`src/rtl/eft_pkg.sv`:
```
// Shared types and codes for the expiring flag table.
package eft_pkg;

  localparam logic [1:0] MODE_SET      = 2'd0;
  localparam logic [1:0] MODE_UNSET    = 2'd1;
  localparam logic [1:0] MODE_ISSET    = 2'd2;
  localparam logic [1:0] MODE_ISNOTSET = 2'd3;

  localparam int unsigned EntryW = 128;

  typedef struct packed {
    logic [1:0]  mode;
    logic [31:0] track_hash;
    logic [31:0] name_hash;
    logic [31:0] expire_seconds;
    logic [31:0] now_time;
    logic [31:0] signature_id;
    logic        last_check;
    logic [3:0]  want_isset;
    logic [3:0]  want_isnotset;
  } in_item_t;

  typedef struct packed {
    logic found_live;
    logic condition_valid;
    logic condition_met;
    logic table_full;
  } out_item_t;

  typedef struct packed {
    logic [31:0] track_hash;
    logic [31:0] name_hash;
    logic [31:0] expiry;
    logic [31:0] signature;
  } entry_t;

  // controller -> datapath
  typedef struct packed {
    logic start;
    logic issue;
    logic finish;
  } ctl_cmd_t;

  // datapath -> controller
  typedef struct packed {
    logic scan_end;
    logic out_free;
  } ctl_sts_t;

endpackage

```
`src/rtl/eft_ctrl.sv`:
```
// Controller: accept, scan and finish sequencing for one item at a time.
module eft_ctrl import eft_pkg::*; (
  input  logic     clk_i,
  input  logic     rst_ni,
  input  logic     in_valid_i,
  output logic     in_stall_o,
  input  ctl_sts_t sts_i,
  output ctl_cmd_t cmd_o
);

  localparam logic [1:0] ST_IDLE = 2'd0;
  localparam logic [1:0] ST_SCAN = 2'd1;
  localparam logic [1:0] ST_FIN  = 2'd2;

  logic [1:0] state_q, state_d;

  always_comb begin
    state_d    = state_q;
    cmd_o      = '0;
    in_stall_o = 1'b1;
    unique case (state_q)
      ST_IDLE: begin
        in_stall_o = 1'b0;
        if (in_valid_i) begin
          cmd_o.start = 1'b1;
          state_d     = ST_SCAN;
        end
      end
      ST_SCAN: begin
        // last read still in flight is resolved during this cycle
        if (sts_i.scan_end) begin
          state_d = ST_FIN;
        end else begin
          cmd_o.issue = 1'b1;
        end
      end
      ST_FIN: begin
        if (sts_i.out_free) begin
          cmd_o.finish = 1'b1;
          state_d      = ST_IDLE;
        end
      end
      default: begin
        state_d = ST_IDLE;
      end
    endcase
  end

  always_ff @(posedge clk_i or negedge rst_ni) begin
    if (!rst_ni) begin
      state_q <= ST_IDLE;
    end else begin
      state_q <= state_d;
    end
  end

endmodule

```
`config.mk`:
```
export PLATFORM = sky130hd
export DESIGN_NAME = eft_ctrl
export DESIGN_NICKNAME = d
export VERILOG_FILES = /design/src/rtl/eft_pkg.sv /design/src/rtl/eft_ctrl.sv
export SDC_FILE = /design/constraint.sdc
export NUM_CORES = 1
export LEC_CHECK = 0
export BUFFER_PORTS_ARGS = -buffer_cell sky130_fd_sc_hd__buf_2
export CAP_MARGIN = 20
export CORE_AREA = 10 10 47 49
export DETAILED_ROUTE_END_ITERATION = 10
export DIE_AREA = 0 0 57 59
export PLACE_DENSITY_LB_ADDON = 0.1
export SLEW_MARGIN = 20
export SYNTH_ARGS = -nofsm -noshare
export SYNTH_HDL_FRONTEND = slang
export SYNTH_SLANG_ARGS = --single-unit
```
`constraint.sdc`:
```
create_clock -name clk_i -period 1.27 [get_ports clk_i]
set_input_delay 0.127 -clock clk_i [delete_from_list [all_inputs] [get_ports clk_i]]
set_output_delay 0.127 -clock clk_i [all_outputs]
set_load 0.01 [all_outputs]
```
==> flow_summary.ini, run 1 <==
[status]
status = completed

[global_routing]
grt_pass1_vias = 134
busiest_layer = met4
grt_antenna_before_repair = 0
gr-usage-met1_pct = 2.13
grt_use_met2_pct = 2.95
gr-total-overflow = 0
grt_start_max_net_pins = 6
grt_pass1_wl_um = 579
grt_use_total_pct = 2.55
use_met3_pct = 2.15

[timing]
fin_crit_ns = 1.21
finalHoldViolCount = 0
clock-skew-final_ns = 0.00235
fin_setup_tns_ns = 0
clock.fmax_mhz = 829
max_slew.worst_pin.slew_ns = 0.156
setup_viol = 0
drv_slew = 0
finalCritPeriodShare_pct = 95.0
slew_headroom_pct = 89.6
rsz0062_at_grt = no
worst_slack_ns = 0.0631

[drt]
first_iter_violations = 2
wirelength_um = 415
routedWlPerCell_um = 9.43
viasPerCell = 3.11
vias = 137
postRouteAntennaNets = 0
firstDrtPassIters = 2
drcViolationCount = 0

[clock_network]
clk_latency_ns = 0.22
clk_pin_slew_ns = 0.03
cts_buffer_depth = 2
cts_tree = built
cts_resized = 0
numCtsBuffers = 3
root_buffer = clkbuf_4
htree_levels = 1
cts.sinks = 2

[power_and_ir_drop]
powerDensity_mw_per_mm2 = 2270
worst_ir_drop_vdd_mv = 0.712
cellLeakagePower_uw = 0.000122
total_power_uw = 503

[synth]
syn_area_um2 = 114
synth.avg_cell_area_um2 = 8.13
yosys.area.top_type = dfrtp_1
syn_inst = 14
synth_seq_cells = 2
synth_seq_area_share_pct = 44.0
yosysUniqueCellTypes = 9
yosys-top-cells-area = dfrtp_1 44%, nand2b_1 16%, or2_4 7.7%
ys_warn_count = 0
synthesis.nets = 19
synth_top_area_share_pct = 44.0

[layout]
top_regs = state_q x2
top_register = state_q
insertedDiodeCount = 0
drive_gt1_share_pct = 53.6
syn_to_final_growth_pct = 94.5
fillers = 177
fin_nets = 35
seq_area_um2 = 50.0
multi_input_area_um2 = 56.3
layout_commonest_cell = buf_2
largest_reg_flops = 2
final_cell_mix = 8 x buf_2, 3 x nand2b_1, 3 x clkbuf_4

[placed_design]
gp_congestion = 0.655
dpl_worst_slack_ns = 0.279
portBuffers = 8
dp_hpwl_um = 302

[floorplan]
die_h_um = 59
die_w_um = 57
dieArea_mm2 = 0.00336
core_area_mm2 = 0.00140
start_util_pct = 8.12
rows = 14
io_pins = 9

[setup_path]
cp.arrival_ns = 1.08
crit_fanout = 5
crit_path_end_kind = output pin
critPathLaunchType = flip-flop
cp.required_ns = 1.14
worstSetupPathType = flip-flop to output pin

[job]
drv_cap = 0

[hold_path]
hold_class = input port to flip-flop
[metrics by stage]
step	hold WS [ns]	cell area, um^2	util (%)	std cells
after floorplan	-0.169	114	-	14
after global placement	-0.0878	174	12.4	38
after detailed placement	-0.0860	174	12.4	38
after CTS	0.120	206	14.7	42
after global routing	0.125	221	15.8	44
final	0.125	221	15.8	44
[logic make-up after synthesis]
logic type | after synthesis | synth area share, %
AOI/OAI and AO/OA | 2 | 9.89
buffers and inverters | 2 | 6.60
DFF | 2 | 44.0
and+or+nand+nor | 8 | 39.6
[cells in the mapped netlist (all sizes together)]
| master | instances |
|---|---|
| inv | 2 |
| dfrtp | 2 |
| o22ai | 1 |
| nand2b | 3 |
| a21oi | 1 |
| nor2 | 3 |
| or2 | 1 |
| nand2 | 1 |
[layer usage]
metal / share of wire [%] / vias up
met1: 40 / 60
met5: 0 / -
li1: - / 71
met2: 44 / 6
met3: 16 / 0
met4: 0 / 0
[layout make-up]
type                            instances  share of cell area, %
Timing Repair Buffer                   11                   29.4
Multi-Input combinational cell         10                   25.4
Sequential cell                         2                   22.6
Clock buffer                            3                   10.2
Tap cell                               16                   9.04
Inverter                                2                   3.39
[final timing paths]
path	cells after the start	end	start	slack (ns)
setup / recovery	3	cmd_o[2]	state_q[0]	0.06
hold / removal	2	state_q[1]	sts_i[0]	0.12
setup reg to reg	2	state_q[1]	state_q[0]	0.43
hold reg to reg	2	state_q[0]	state_q[1]	0.56
max in group asynchronous	2	state_q[1]	rst_ni	0.95
min in group asynchronous	2	state_q[0]	rst_ni	0.22
[critical path, stage by stage (launching register included)]
cell and delay (ns):
dfrtp_1 0.41, or2_4 0.25, nor2_2 0.07, buf_2 0.13
[what timing repair did]
item / 4_1_cts / 5_1_grt
hold buffers: 1 / 0
hold endpoints to repair: 2 / 0
endpoints found under the setup margin: 0 / 1
buffers inserted: 0 / 2
[power by group]
group	leakage (uW)	switching [uW]	internal, uW
Clock	0.0000138	37.2	104
Combinational	0.0000824	107	131
Sequential	0.0000255	30.7	93.5
Power figures use the tool's default switching activity.
==> run 2, diff against run 1 <==
--- a/config.mk
+++ b/config.mk
@@ -15,3 +15,4 @@
 export SYNTH_ARGS = -nofsm -noshare
 export SYNTH_HDL_FRONTEND = slang
 export SYNTH_SLANG_ARGS = --single-unit
+export TNS_END_PERCENT = 1
==> constraint.sdc (replaced) <==
create_clock -name clk_i -period 1.4 [get_ports clk_i]
set_input_delay 0.14 -clock clk_i [delete_from_list [all_inputs] [get_ports clk_i]]
set_output_delay 0.14 -clock clk_i [all_outputs]
set_load 0.01 [all_outputs]
==> flow_summary.ini, run 2 (synthesis gave the netlist of run 1 again) <==
[layout]
layout_commonest_cell = buf_2
finalInstanceArea_um2 = 206
syn_to_final_growth_pct = 81.3
drive_gt1_share_pct = 50.0
top_register = state_q
stdcell_count = 42
final_cell_mix = 8 x buf_2, 3 x nand2b_1, 3 x clkbuf_4
fin_nets = 33
top_regs = state_q x2
largest_reg_flops = 2
insertedDiodeCount = 0

[placed_design]
dp_cells = 38
portBuffers = 8
dp_hpwl_um = 302
place_area_um2 = 174
gp_congestion = 0.655

[setup_path]
crit_chain = or2_4 > nor2_2 > buf_2
crit_path_end_kind = output pin
critPathLaunchType = flip-flop
crit_fanout = 5
cp.required_ns = 1.26
cpMaxStageDelayCell = dfrtp_1
crit_family = flip-flops
worstSetupPathType = flip-flop to output pin
ff2ff_setup_slack_ns = 0.57
cpPeakStageDelay_ns = 0.40
cp.arrival_ns = 1.09
reg2regPathDepth = 2
r2r_end = state_q[1]
cp.buffers_inverters = 1
setup.worst_path.start = state_q[1]
r2r_start = state_q[0]

[drt]
firstDrtPassIters = 2
wl_met1_um = 155
drcViolationCount = 0
wirelength_um = 386
vias = 123
wl_met2_um = 165
postRouteAntennaNets = 0
top_layer = met3
viasPerCell = 2.93
first_iter_violations = 4
wl_met3_um = 65
routedWlPerCell_um = 9.19

[global_routing]
grt_pass1_vias = 134
grt_pass1_wl_um = 579
grt_use_total_pct = 2.55
grt_antenna_before_repair = 0
grt_start_max_net_pins = 6
gr-total-overflow = 0

[hold_path]
hold_depth = 2
min_from = sts_i[0]
min_to = state_q[1]
hold_class = input port to flip-flop

[floorplan]
io_pins = 9
rows = 14
dieArea_mm2 = 0.00336
die_h_um = 59
core_area_mm2 = 0.00140
die_w_um = 57
start_util_pct = 8.12

[status]
status = completed

[timing]
slew_headroom_pct = 89.8
setup_viol = 0
fin_crit_ns = 1.23
drv_slew = 0
clock.fmax_mhz = 812
clock-skew-final_ns = 0.00235
finalHoldViolCount = 0
fin_setup_tns_ns = 0
finalCritPeriodShare_pct = 87.9
max_slew.worst_pin.slew_ns = 0.152
rsz0062_at_grt = no

[power_and_ir_drop]
powerDensity_mw_per_mm2 = 2020
total_power_uw = 417
cellLeakagePower_uw = 0.000111
worst_ir_drop_vdd_mv = 0.586

[job]
drv_cap = 0

[clock_network]
cts_setup_buffers = 0
numCtsBuffers = 3
cts.sinks = 2
cts_buffer_depth = 2
clk_pin_slew_ns = 0.03
htree_levels = 1
root_buffer = clkbuf_4
clk_latency_ns = 0.22
cts_tree = built
[run 2: area by class of cell]
type                       instances  area, um^2
clock buffer                       3        22.5
inverter                           2        7.51
timing repair buffer               9        50.0
fill                             177        1190
multi-input combinational         10        56.3
sequential                         2        50.0
tap                               16        20.0
[run 2: timing repair]
action / in CTS / in global routing
resized for setup: 0 / 0
setup endpoints to repair: 0 / 0
hold buffers: 1 / 0
endpoints found under the hold margin: 2 / 0
[run 2: per-stage QoR]
stage          hold WS (ns)  util (%)  setup slack, ns
5_1_grt               0.139      14.7           0.0987
2_1_floorplan        -0.156         -            0.471
4_1_cts               0.133      14.7            0.150
6_report              0.140      14.7            0.169
3_3_place_gp        -0.0748      12.4            0.401
3_5_place_dp        -0.0730      12.4            0.396
[run 2: routing by layer]
layer / global-route usage [%] / up-vias
li1: - / 67
met4: 4.03 / 0
met3: 2.15 / 0
met2: 2.95 / 6
met1: 2.13 / 50
met5: 0 / -
[run 2: worst reg2reg max path: stages, from the launching register on]
cell and delay [ns]:
dfrtp_1 0.40, nand2b_1 0.18, o22ai_1 0.17
[run 2: how the worst max path moves through the flow]
| stage | endpoint | slack, ns | cells past startpoint |
|---|---|---|---|
| 2_1_floorplan | cmd_o[2] | 0.47 | 2 |
| 3_3_place_gp | cmd_o[2] | 0.40 | 3 |
| 3_5_place_dp | cmd_o[2] | 0.40 | 3 |
| 4_1_cts | cmd_o[2] | 0.15 | 3 |
| 5_1_grt | cmd_o[2] | 0.1 | 3 |
| 6_report | cmd_o[2] | 0.17 | 3 |
[run 2: report_power, final]
group / switching, uW / internal, uW
clock: 33.8 / 94.7
sequential: 31.2 / 84.8
combinational: 83.4 / 88.9
total: 148 / 268
==> run 3, diff against run 2 <==
--- a/config.mk
+++ b/config.mk
@@ -11,6 +11,7 @@
 export DETAILED_ROUTE_END_ITERATION = 10
 export DIE_AREA = 0 0 57 59
 export PLACE_DENSITY_LB_ADDON = 0.1
+export RECOVER_POWER = 25
 export SLEW_MARGIN = 20
 export SYNTH_ARGS = -nofsm -noshare
 export SYNTH_HDL_FRONTEND = slang
==> flow_summary.ini, run 3 (synthesis gave the netlist of run 1 again) <==
[placed_design]
gp_congestion = 0.655
portBuffers = 8
dp_hpwl_um = 302

[timing]
rsz0062_at_grt = no
fin_setup_tns_ns = 0
setup_viol = 0
hold_ws_ns = 0.140
clock-skew-final_ns = 0.00235
finalCritPeriodShare_pct = 87.9
max_slew.worst_pin.slew_ns = 0.152
clock.fmax_mhz = 812
fin_crit_ns = 1.23
drv_slew = 0
slew_headroom_pct = 89.8
finalHoldViolCount = 0

[setup_path]
cp.required_ns = 1.26
critPathLaunchType = flip-flop
worstSetupPathType = flip-flop to output pin
crit_fanout = 5
crit_path_end_kind = output pin
cp.arrival_ns = 1.09
setup.worst_path.start = state_q[1]
r2r_start = state_q[0]

[layout]
drive_gt1_share_pct = 46.2
layout_commonest_cell = buf_2
insertedDiodeCount = 0
top_register = state_q
fin_nets = 33
largest_reg_flops = 2
syn_to_final_growth_pct = 80.2
top_regs = state_q x2
final_cell_mix = 7 x buf_2, 3 x nand2b_1, 3 x clkbuf_4

[global_routing]
gr-total-overflow = 0
grt_antenna_before_repair = 0
grt_start_max_net_pins = 6
grt_pass1_wl_um = 579
grt_pass1_vias = 134
grt_use_total_pct = 2.55

[job]
drv_cap = 0

[floorplan]
io_pins = 9
die_h_um = 59
core_area_mm2 = 0.00140
dieArea_mm2 = 0.00336
die_w_um = 57
start_util_pct = 8.12
rows = 14

[power_and_ir_drop]
powerDensity_mw_per_mm2 = 2030
worst_ir_drop_vdd_mv = 0.584
switching_share_pct = 35.6
cellLeakagePower_uw = 0.000109
total_power_uw = 416
intPower_uw = 268
switchingPower_uw = 148
combPwrFrac_pct = 41.3
power.share.clock_pct = 30.8
seqPwrFrac_pct = 27.9

[clock_network]
cts_resized = 0
clk_latency_ns = 0.22
numCtsBuffers = 3
root_buffer = clkbuf_4
clk_pin_slew_ns = 0.03
htree_levels = 1
cts_tree = built
cts_buffer_depth = 2
cts.sinks = 2

[drt]
wirelength_um = 382
firstDrtPassIters = 2
postRouteAntennaNets = 0
vias = 125
viasPerCell = 2.98
first_iter_violations = 4
drcViolationCount = 0
routedWlPerCell_um = 9.10

[hold_path]
hold_class = input port to flip-flop
min_from = sts_i[0]

[status]
status = completed
-- run 3: worst paths after layout --
path	to	slack, ns	depth (start not counted)
worst max-delay path	cmd_o[2]	0.17	3
min in group asynchronous	state_q[0]	0.23	2
worst max register to register	state_q[1]	0.57	2
max in group asynchronous	state_q[1]	1.04	2
worst min-delay path	state_q[1]	0.14	2
worst min register to register	state_q[0]	0.51	1
-- run 3: critical path: stages, from the launching register on --
cell and delay (ns):
dfrtp_1 0.40, or2_4 0.27, nor2_2 0.07, buf_2 0.13
-- run 3: final cells by class --
class	instances	area, um^2
fillers	178	1200
multi-input cells	10	56.3
clock buffers	3	22.5
flip-flops and latches	2	50.0
well taps	16	20.0
repair buffers	9	48.8
inverters	2	7.51
-- run 3: power groups by stage --
stage	Sequential [uW]	Clock [uW]	Combinational, uW
floorplan	109	0	111
global placement	118	0	173
detailed placement	119	0	174
CTS	118	140	176
global route	126	149	187
finish	116	128	172
-- run 3: stage by stage --
stage | setup slack [ns] | instances | cell area (um^2) | util (%)
floorplan | 0.471 | 14 | 114 | -
global placement | 0.401 | 38 | 174 | 12.4
detailed placement | 0.396 | 38 | 174 | 12.4
CTS | 0.150 | 42 | 206 | 14.7
global route | 0.0987 | 42 | 205 | 14.6
finish | 0.169 | 42 | 205 | 14.6
-- run 3: what timing repair did --
item / 4_1_cts / 5_1_grt
hold endpoints to repair: 2 / 0
endpoints found under the setup margin: 0 / 0
hold buffers: 1 / 0
buffers inserted: 0 / 0
-- run 3: layer usage --
metal  GRT usage, %  vias up  part of all wire, %
met5              0        -                    0
met4           4.03        0                    0
met3           2.15        0                   17
met2           2.95        6                   43
met1           2.13       52                   39
li1               -       67                    -
